## config.mk

```make
export PLATFORM = sky130hd
export DESIGN_NAME = colour_symbol_byte_decoder
export DESIGN_NICKNAME = d
export VERILOG_FILES = /design/src/design/csbd_pkg.sv /design/src/design/csbd_step.sv /design/src/design/colour_symbol_byte_decoder.sv
export SDC_FILE = /design/constraint.sdc
export NUM_CORES = 1
export LEC_CHECK = 0
export BUFFER_PORTS_ARGS = -buffer_cell sky130_fd_sc_hd__buf_2
export CORE_UTILIZATION = 46
export DETAILED_ROUTE_END_ITERATION = 10
export GPL_TIMING_DRIVEN = 0
export PLACE_DENSITY = 0.74
export SKIP_CTS_REPAIR_TIMING = 1
export SLEW_MARGIN = 20
export SYNTH_ARGS = -nofsm -noshare
export SYNTH_HDL_FRONTEND = slang
export SYNTH_SLANG_ARGS = --single-unit
```

## constraint.sdc

```tcl
create_clock -name i_clk -period 1.5 [get_ports i_clk]
set_input_delay 0.225 -clock i_clk [delete_from_list [all_inputs] [get_ports i_clk]]
set_output_delay 0.225 -clock i_clk [all_outputs]
set_load 0.05 [all_outputs]
```

## src/design/csbd_pkg.sv

```systemverilog
`timescale 1ns / 1ps
`default_nettype none

package csbd_pkg;

    // LED colour codes, RGB bits: red in bit 2, green in bit 1, blue in bit 0
    typedef enum logic [2:0] {
        COL_DARK    = 3'd0,
        COL_BLUE    = 3'd1,
        COL_GREEN   = 3'd2,
        COL_CYAN    = 3'd3,
        COL_RED     = 3'd4,
        COL_MAGENTA = 3'd5,
        COL_YELLOW  = 3'd6,
        COL_WHITE   = 3'd7
    } t_colour;

    typedef enum logic [1:0] {
        ST_BYTE_OK     = 2'd0,
        ST_BAD_COUNT   = 2'd1,
        ST_BAD_COLOUR  = 2'd2,
        ST_END         = 2'd3
    } t_status;

    typedef enum logic [1:0] {
        PAR_NONE = 2'd0,
        PAR_EVEN = 2'd1,
        PAR_ODD  = 2'd2,
        PAR_RSVD = 2'd3
    } t_parity_mode;

    localparam int unsigned COUNT_W    = 3;
    localparam int unsigned BYTE_W     = 8;
    localparam logic [COUNT_W-1:0] COUNT_FULL = COUNT_W'(4);
    localparam logic [COUNT_W-1:0] COUNT_SAT  = COUNT_W'(5);

    typedef struct packed {
        logic [COUNT_W-1:0] count;
        logic [BYTE_W-1:0]  acc;
    } t_state;

    typedef struct packed {
        t_status            status;
        logic               parity_ok;
        logic               mark_parity;
        logic [BYTE_W-1:0]  data_byte;
    } t_result;

endpackage

`default_nettype wire

```

## src/design/csbd_step.sv

```systemverilog
`timescale 1ns / 1ps
`default_nettype none

module csbd_step (
    input  wire csbd_pkg::t_state       i_state,
    input  wire logic [2:0]             i_colour,
    input  wire logic                   i_stream_end,
    input  wire csbd_pkg::t_parity_mode i_parity_mode,
    output csbd_pkg::t_state            o_state,
    output logic                        o_emit,
    output csbd_pkg::t_result           o_result
);
    import csbd_pkg::*;

    logic [1:0] w_bits;
    logic       w_mark;
    logic       w_par;
    logic       w_expected;

    // blue 00, magenta 01, yellow 10, white 11
    assign w_bits = {i_colour[1], i_colour[2] & i_colour[0]};
    assign w_mark = i_colour[2];
    assign w_par  = ^i_state.acc;

    always_comb begin
        unique case (i_parity_mode)
            PAR_ODD:  w_expected = ~w_par;
            PAR_EVEN: w_expected = w_par;
            default:  w_expected = 1'b1;
        endcase
    end

    always_comb begin
        o_state  = i_state;
        o_emit   = 1'b0;
        o_result = '{status: ST_BYTE_OK, parity_ok: 1'b0, mark_parity: 1'b0,
                     data_byte: '0};
        if (i_stream_end) begin
            o_emit          = 1'b1;
            o_result.status = ST_END;
        end else begin
            unique case (t_colour'(i_colour))
                COL_DARK: begin
                end
                COL_BLUE, COL_MAGENTA, COL_YELLOW, COL_WHITE: begin
                    o_state.acc = {i_state.acc[BYTE_W-3:0], w_bits};
                    if (i_state.count < COUNT_SAT) begin
                        o_state.count = i_state.count + COUNT_W'(1);
                    end
                end
                COL_GREEN, COL_RED: begin
                    o_emit = 1'b1;
                    if (i_state.count == COUNT_FULL) begin
                        o_result.data_byte   = i_state.acc;
                        o_result.mark_parity = w_mark;
                        o_result.parity_ok   = (w_expected == w_mark);
                    end else begin
                        o_result.status = ST_BAD_COUNT;
                    end
                end
                default: begin
                    o_emit          = 1'b1;
                    o_result.status = ST_BAD_COLOUR;
                end
            endcase
        end
        // every result starts a new byte
        if (o_emit) begin
            o_state = '0;
        end
    end

endmodule

`default_nettype wire

```

## src/design/colour_symbol_byte_decoder.sv

```systemverilog
`timescale 1ns / 1ps
`default_nettype none

// Colour-symbol byte decoder.
// Input stream (s_axis): one LED colour per transaction in tdata[2:0];
// tlast marks end of stream, in which case the colour is ignored and an
// end status comes out. Dark symbols produce nothing, the four data colours
// shift two bits each into the byte, a green or red mark closes the byte.
// Output stream (m_axis): at most one result per input transaction, carrying
// the byte, the mark parity bit, the parity check and a status code.
// Config channel: i_cfg_data sets the parity mode (0 none, 1 even, 2 odd);
// write it only while the block is idle. It is always ready.
// The input register loads when a transaction is accepted and the result
// register when the decoded item moves on into it. Throughput: one
// transaction per cycle while the receiver keeps up, set by the
// combinational decode between the two register stages.
// Reset (synchronous, active low) empties both stages, clears the symbol
// count and accumulator and sets the parity mode to odd.
// When the receiver stalls, the result register holds; the input register
// still takes one more transaction, then s_axis_tready drops until the
// result register drains.

module colour_symbol_byte_decoder (
    input  wire logic        i_clk,
    input  wire logic        i_rst_n,
    // config write channel
    input  wire logic        i_cfg_valid,
    output logic             o_cfg_ready,
    input  wire logic [1:0]  i_cfg_data,      // parity_mode
    // input stream
    input  wire logic        s_axis_tvalid,
    output logic             s_axis_tready,
    input  wire logic [7:0]  s_axis_tdata,    // [2:0] colour, [7:3] zero
    input  wire logic        s_axis_tlast,    // stream_end
    // result stream
    output logic             m_axis_tvalid,
    input  wire logic        m_axis_tready,
    output logic [15:0]      m_axis_tdata,    // [7:0] data_byte, [8] mark_parity,
                                              // [9] parity_ok, [15:10] zero
    output logic [1:0]       m_axis_tuser     // status
);
    import csbd_pkg::*;

    // config register
    t_parity_mode r_parity_mode;

    // input stage
    logic         r_in_valid;
    logic [2:0]   r_in_colour;
    logic         r_in_end;

    // decoder state and result stage
    t_state       r_state;
    t_state       n_state;
    logic         r_out_valid;
    t_result      r_out;
    t_result      n_out;
    logic         w_emit;
    logic         w_out_free;
    logic         w_advance;

    assign o_cfg_ready = 1'b1;

    always_ff @(posedge i_clk) begin
        if (!i_rst_n) begin
            r_parity_mode <= PAR_ODD;
        end else if (i_cfg_valid) begin
            r_parity_mode <= t_parity_mode'(i_cfg_data);
        end
    end

    // The result register can take a new value when empty or being drained.
    assign w_out_free    = !r_out_valid || m_axis_tready;
    assign w_advance     = r_in_valid && w_out_free;
    assign s_axis_tready = !r_in_valid || w_out_free;

    // Hold the accepted symbol until the result stage takes it.
    always_ff @(posedge i_clk) begin
        if (!i_rst_n) begin
            r_in_valid <= 1'b0;
        end else if (s_axis_tready) begin
            r_in_valid <= s_axis_tvalid;
        end
    end

    always_ff @(posedge i_clk) begin
        if (s_axis_tvalid && s_axis_tready) begin
            r_in_colour <= s_axis_tdata[2:0];
            r_in_end    <= s_axis_tlast;
        end
    end

    csbd_step u_step (
        .i_state       (r_state),
        .i_colour      (r_in_colour),
        .i_stream_end  (r_in_end),
        .i_parity_mode (r_parity_mode),
        .o_state       (n_state),
        .o_emit        (w_emit),
        .o_result      (n_out)
    );

    // Advance the symbol state only as the item moves into the result stage.
    always_ff @(posedge i_clk) begin
        if (!i_rst_n) begin
            r_state <= '0;
        end else if (w_advance) begin
            r_state <= n_state;
        end
    end

    // Load a result when one is produced; drop valid once the receiver takes it.
    always_ff @(posedge i_clk) begin
        if (!i_rst_n) begin
            r_out_valid <= 1'b0;
        end else if (w_out_free) begin
            r_out_valid <= w_advance && w_emit;
        end
    end

    always_ff @(posedge i_clk) begin
        if (w_advance && w_emit) begin
            r_out <= n_out;
        end
    end

    assign m_axis_tvalid = r_out_valid;
    assign m_axis_tdata  = {6'b0, r_out.parity_ok, r_out.mark_parity, r_out.data_byte};
    assign m_axis_tuser  = r_out.status;

endmodule

`default_nettype wire

```

=== Word level (Yosys, flattened, before mapping) ===
Cells that the tools add are included.

* Input port bits: 16
* Flip-flop bits (word level): 31

* Order comparisons: 1
* Equality and inequality tests: 11
* Bitwise logic cells: 4
* Reduce and logical (&&, ||, !) cells: 17
* Muxes and demuxes: 9
* $add $sub $neg: 1

{| class="wikitable"
|+ Operators with widths
! kind !! number
|-
| 2-to-1 mux 11 bit || 3
|-
| == test 3 bit (second input constant) || 5
|-
| XOR reduction 8 bit || 1
|-
| OR reduction 5 bit || 1
|-
| one-hot mux 2 bit (2 select lines) || 1
|-
| AND reduction 4 bit || 1
|-
| nonzero test 2 bit || 2
|-
| OR reduction 4 bit || 1
|-
| adder 3 x 1 -> 3 bit (second input constant) || 1
|-
| == test 3 x 1 -> 1 bit (second input constant) || 1
|-
| == test 3 x 2 -> 1 bit (second input constant) || 1
|-
| logical AND 1 bit || 3
|-
| logical NOT 3 bit || 1
|-
| less-than comparator 3 bit (second input constant) || 1
|-
| 2-to-1 mux 1 bit || 3
|-
| 2-to-1 mux 3 bit || 1
|-
| NOT 1 bit || 3
|-
| AND reduction 3 bit || 1
|-
| OR reduction 3 bit || 1
|-
| == test 2 x 1 -> 1 bit (second input constant) || 1
|-
| == test 2 bit (second input constant) || 1
|-
| logical NOT 1 bit || 2
|-
| logical OR 1 bit || 2
|-
| != test 2 x 1 -> 1 bit (second input constant) || 1
|-
| other kinds (4) || 4
|}

=== Depth between registers and ports, before layout ===
* Depth in word-level cells: 6
* Depth in mapped cells: 6
* Depth with buffers taken out: 6

=== Modules after synthesis ===
A second synthesis with hierarchy kept.

* Cells, all modules: 176
* Area, all modules: 1,707.9 um^2

{| class="wikitable"
|+ Modules (own cells, without submodules)
! module !! seq. area each (um^2) !! area an instance (um^2) !! instances !! cells an instance
|-
| colour_symbol_byte_decoder || 780.7 || 1,166.1 || 1 || 91
|-
| csbd_step || 0.0 || 541.8 || 1 || 85
|}

=== Worst setup path after synthesis ===
No wires, ideal clock.

* Kind: register -> register
* From: register r_out_valid, in the netlist m_axis_tvalid
* To: register r_in_colour[0] (enable)
* Setup time: 0.258 ns
* Period minus slack after synthesis: 1.788 ns
* Stages on the path, launching flop included: 4
* Path slack: -0.288 ns
* Buffers on the path: 0
* Data arrival time: 1.530 ns
* Path through: dfxtp_1 -> nor2b_1 -> nand2_1 -> and2_1

* Longest elaborated chain between the ends: 4

{| class="wikitable"
|+ RTL lines
! element !! RTL line !! source
|-
| start, declared || colour_symbol_byte_decoder.sv:55 || <nowiki>logic r_out_valid;</nowiki>
|-
| start signal, assigned || colour_symbol_byte_decoder.sv:117 || <nowiki>r_out_valid <= w_advance && w_emit;</nowiki>
|-
| logical NOT 1 bit || colour_symbol_byte_decoder.sv:73 || <nowiki>assign w_out_free = !r_out_valid || m_axis_tready;</nowiki>
|-
| logical OR 1 bit || colour_symbol_byte_decoder.sv:73 ||
|-
| logical OR 1 bit || colour_symbol_byte_decoder.sv:75 || <nowiki>assign s_axis_tready = !r_in_valid || w_out_free;</nowiki>
|-
| net s_axis_tready || colour_symbol_byte_decoder.sv:32 || <nowiki>output logic s_axis_tready,</nowiki>
|-
| logical AND 1 bit || colour_symbol_byte_decoder.sv:87 || <nowiki>if (s_axis_tvalid && s_axis_tready) begin</nowiki>
|-
| end signal, assigned || colour_symbol_byte_decoder.sv:88 || <nowiki>r_in_colour <= s_axis_tdata[2:0];</nowiki>
|-
| end, declared || colour_symbol_byte_decoder.sv:49 || <nowiki>logic [2:0] r_in_colour;</nowiki>
|}

The timed path passes the listed nets, and every way through them passes these cells.
A chain may end at the register's enable or synchronous reset.

=== Worst setup path after layout ===
* From: register r_state[0] in the netlist's numbering
* To: register r_out (netlist bit m_axis_tdata[9]) (data pin)

* Longest elaborated chain between the ends: 4

{| class="wikitable"
|+ RTL lines
! element !! RTL line !! source
|-
| start, declared || colour_symbol_byte_decoder.sv:53 || <nowiki>t_state r_state;</nowiki>
|-
| start signal, assigned || colour_symbol_byte_decoder.sv:108 || <nowiki>r_state <= n_state;</nowiki>
|-
| XOR reduction 8 bit * || csbd_step.sv:23 || <nowiki>assign w_par = ^i_state.acc;</nowiki>
|-
| NOT 1 bit || csbd_step.sv:27 || <nowiki>PAR_ODD: w_expected = ~w_par;</nowiki>
|-
| one-hot mux 1 bit (2 select lines) * || csbd_step.sv:26 || <nowiki>unique case (i_parity_mode)</nowiki>
|-
| == test 1 bit * || csbd_step.sv:56 || <nowiki>o_result.parity_ok = (w_expected == w_mark);</nowiki>
|-
| end signal, assigned || colour_symbol_byte_decoder.sv:123 || <nowiki>r_out <= n_out;</nowiki>
|-
| end, declared || colour_symbol_byte_decoder.sv:56 || <nowiki>t_result r_out;</nowiki>
|}

Mark *: on every way between the ends. The rest lies on a longest branch, timed or not.

==> key figures <==
CTS
  • Num Clock Sinks: 31
  • CTS buffer count: 5
  • CTS clock-pin slew for the worst setup and hold paths: 0.10 ns
  • CTS Root Cell: clkbuf_4
  • Max H-tree Level: 2
  • Clk_lat worst skew: 0.33 ns
  • Clk buf depth: 2
  • CTS tree: yes

Placed design
  • PortBufs: 24
  • Detail Placement HPWL: 1.65 mm
  • Final Wtd Congestion: 0.776
  • Dpl cells: 198
  • DP Area: 1670 sq um

Global routing
  • First-pass GRT wire length: 3.89 mm
  • Vias in the first global route: 921
  • Largest net degree at the start of global routing: 15
  • Initial antenna violation count: 0
  • GRT Overall Usage: 0.161
  • Overflow after GRT: 0

Yosys
  • Synth async-reset ratio: 0
  • Flop and latch count out of synthesis: 31
  • Library cells used by synthesis: 32
  • Top_reg_cell synth: edfxtp_1
  • Post-synth top area cell: edfxtp_1
  • Syn avg cell area: 11.6 sq um
  • Mapped cell area: 1450 sq um
  • Yosys warns: 0
  • Top-area cell type share of the netlist area: 0.332
  • Synth Instances: 125
  • Number of flops mapped to enable cells by yosys: 16
  • Post-synthesis sequential area ratio: 0.539
  • Synth top area cells: edfxtp_1 (33%), dfxtp_1 (21%), nor2b_1 (5.6%)

Die
  • Initial Utilization: 0.479
  • Die W: 58.1 um
  • Die Ht: 58.1 um
  • Core footprint: 3030 sq um
  • Die Area: 3380 sq um
  • Row cnt: 20
  • Ports: 37

Drt
  • Drt wl/cell: 12.2 um
  • DRT iter0 DRCs: 21
  • Post-DRT Antenna Nets: 0
  • DRC violations left: 0
  • Pre-antenna DRT Iters: 5
  • Vias per std cell: 4.67
  • Vias: 1033
  • Final wirelength: 2.71 mm

STA
  • Period utilisation layout: 1.16
  • Setup TNS: -0.976 ns
  • Clk_skew: 0.0148 ns
  • Setup violators final: 11
  • Count of pins over their slew limit: 0
  • Setup WS post-layout: -0.238 ns
  • RSZ-0062 raised after global routing: yes
  • Final-report hold violation count: 0
  • Tmin final: 1.74 ns
  • Worst hold margin: 0.0678 ns
  • Maximum clock rate: 0.575 GHz

Setup path
  • WP data arrival: 1.84 ns
  • Crit path kind: reg2reg
  • Crit path from: r_state[0]
  • Worst r2r dst: m_axis_tdata[9]
  • Worst setup EP type: flip-flop
  • Startpoint Class: flip-flop
  • Worst Path Required: 1.60 ns
  • Worst Path Max Fanout: 4
  • Path depth of the worst reg2reg path: 5
  • Reg2Reg Setup Slack: -0.24 ns
  • Reg-to-Reg Start: r_state[0]

Run status
  • Status: complete, but fails checks
  • Failing checks: negative setup slack

Power and ir drop
  • Total leakage power: 0.785 nW
  • NetSw: 0.000465 W
  • Pwr dens: 861 nW/um^2
  • Clk pwr share: 0.298
  • Sw frac: 0.273
  • IR drop worst, VDD: 0.000573 V
  • P_int: 0.00124 W
  • Seq pwr share: 0.546
  • Comb power frac: 0.156

Layout
  • Design area: 1980 sq um
  • Multi-input gate area: 759 sq um
  • Layout cells sized above 1: 0.492
  • P&R area growth vs syn: 36.4%
  • Fin nets: 196
  • Diode count: 0
  • Finished Layout Cells: 221
  • Fill cells: 228
  • Area occupied by registers: 800 sq um

Run
  • Max Cap Viol: 0

Hold path
  • Critical hold path startpoint: s_axis_tdata[2]
  • Hold Path Class: in2reg
  • Hold EP: r_in_colour[2]
  • WHS Path Cells: 1
stage by stage:
step / utilization / setup slack, ns / total power (W)
after floorplan: - / -0.109 / 0.00112
after global placement: 0.552 / -0.249 / 0.00116
after detailed placement: 0.552 / -0.268 / 0.00117
after CTS: 0.571 / -0.278 / 0.00166
after global routing: 0.653 / -0.302 / 0.00177
final: 0.653 / -0.238 / 0.00170
logic make-up after synthesis:
family / Yosys count / synth area share
AO/OA/AOI/OAI: 17 / 0.0898
XOR/XNOR: 9 / 0.0544
adder cells (fa/ha/maj): 4 / 0.0345
buffers and inverters: 12 / 0.0518
flip-flops: 31 / 0.539
multiplexers: 4 / 0.0285
other: 2 / 0.00518
AND/OR/NAND/NOR: 46 / 0.197
area by class of cell:
type | instances | area share
sequential | 31 | 0.404
multi-input combinational | 89 | 0.384
timing repair buffer | 37 | 0.116
buffer | 8 | 0.0304
clock buffer | 7 | 0.0278
tap | 44 | 0.0278
inverter | 4 | 0.00759
clock inverter | 1 | 0.00190
layer usage:
layer	GRT usage	part of all wire	up-vias
met2	0.284	0.54	27
met1	0.155	0.40	478
li1	-	-	522
met4	0.0918	0.019	0
met3	0.0692	0.046	6
met5	0	0	-
Yosys cell counts, drive strengths merged (2+ instances only):
master / count
dfxtp: 15
a21o: 2
edfxtp: 16
mux2i: 3
inv: 4
ha: 4
nor2: 6
buf: 8
and2: 13
nor2b: 13
xnor2: 9
nand2: 7
a21boi: 2
conb: 2
o21ai: 2
a22oi: 7
flip-flops by register name, indices dropped and copies added, names as in the netlist:
register and count:
r_state 11, m_axis_tdata 10, r_in_colour 3, m_axis_tuser 2, r_parity_mode 2, m_axis_tvalid 1
r_in_end 1, r_in_valid 1
placed cells by master, fill, tap and decap left out, types with 2 or more instances in the layout:
master / instances
xnor2_1: 4
dfxtp_4: 3
buf_4: 18
ha_1: 4
xnor2_2: 3
inv_1: 4
xnor2_4: 2
dfxtp_2: 6
a22oi_2: 3
nor2b_1: 11
conb_1: 7
buf_6: 3
and2_4: 3
nand2_1: 3
nand2_2: 4
nor2_1: 5
nand3_4: 2
clkbuf_4: 5
buf_2: 24
a22oi_1: 4
edfxtp_1: 16
a21o_1: 2
dfxtp_1: 6
nor2b_2: 2
and2_1: 11
mux2i_1: 3
critical path: stages (launching register included):
cell,delay (ns)
dfxtp_4,0.39
xnor2_4,0.15
xnor2_2,0.14
xnor2_1,0.19
mux2i_1,0.28
mux2_2,0.36
worst max-delay path by stage:
stage | end | slack, ns | cells after the start
after global routing | m_axis_tdata[9] | -0.30 | 5
after global placement | m_axis_tdata[9] | -0.25 | 5
after floorplan | r_state[8] | -0.11 | 5
after detailed placement | m_axis_tdata[9] | -0.27 | 5
final | m_axis_tdata[9] | -0.24 | 5
after CTS | m_axis_tdata[9] | -0.28 | 5
power by group through the flow:
stage	clock (W)	sequential, W	combinational (W)
2_1_floorplan	0	0.000994	0.000128
3_3_place_gp	0	0.000954	0.000207
3_5_place_dp	0	0.000955	0.000211
4_1_cts	0.000511	0.000936	0.000211
5_1_grt	0.000552	0.000932	0.000284
6_report	0.000507	0.000929	0.000265
Power figures use the tool's default switching activity.
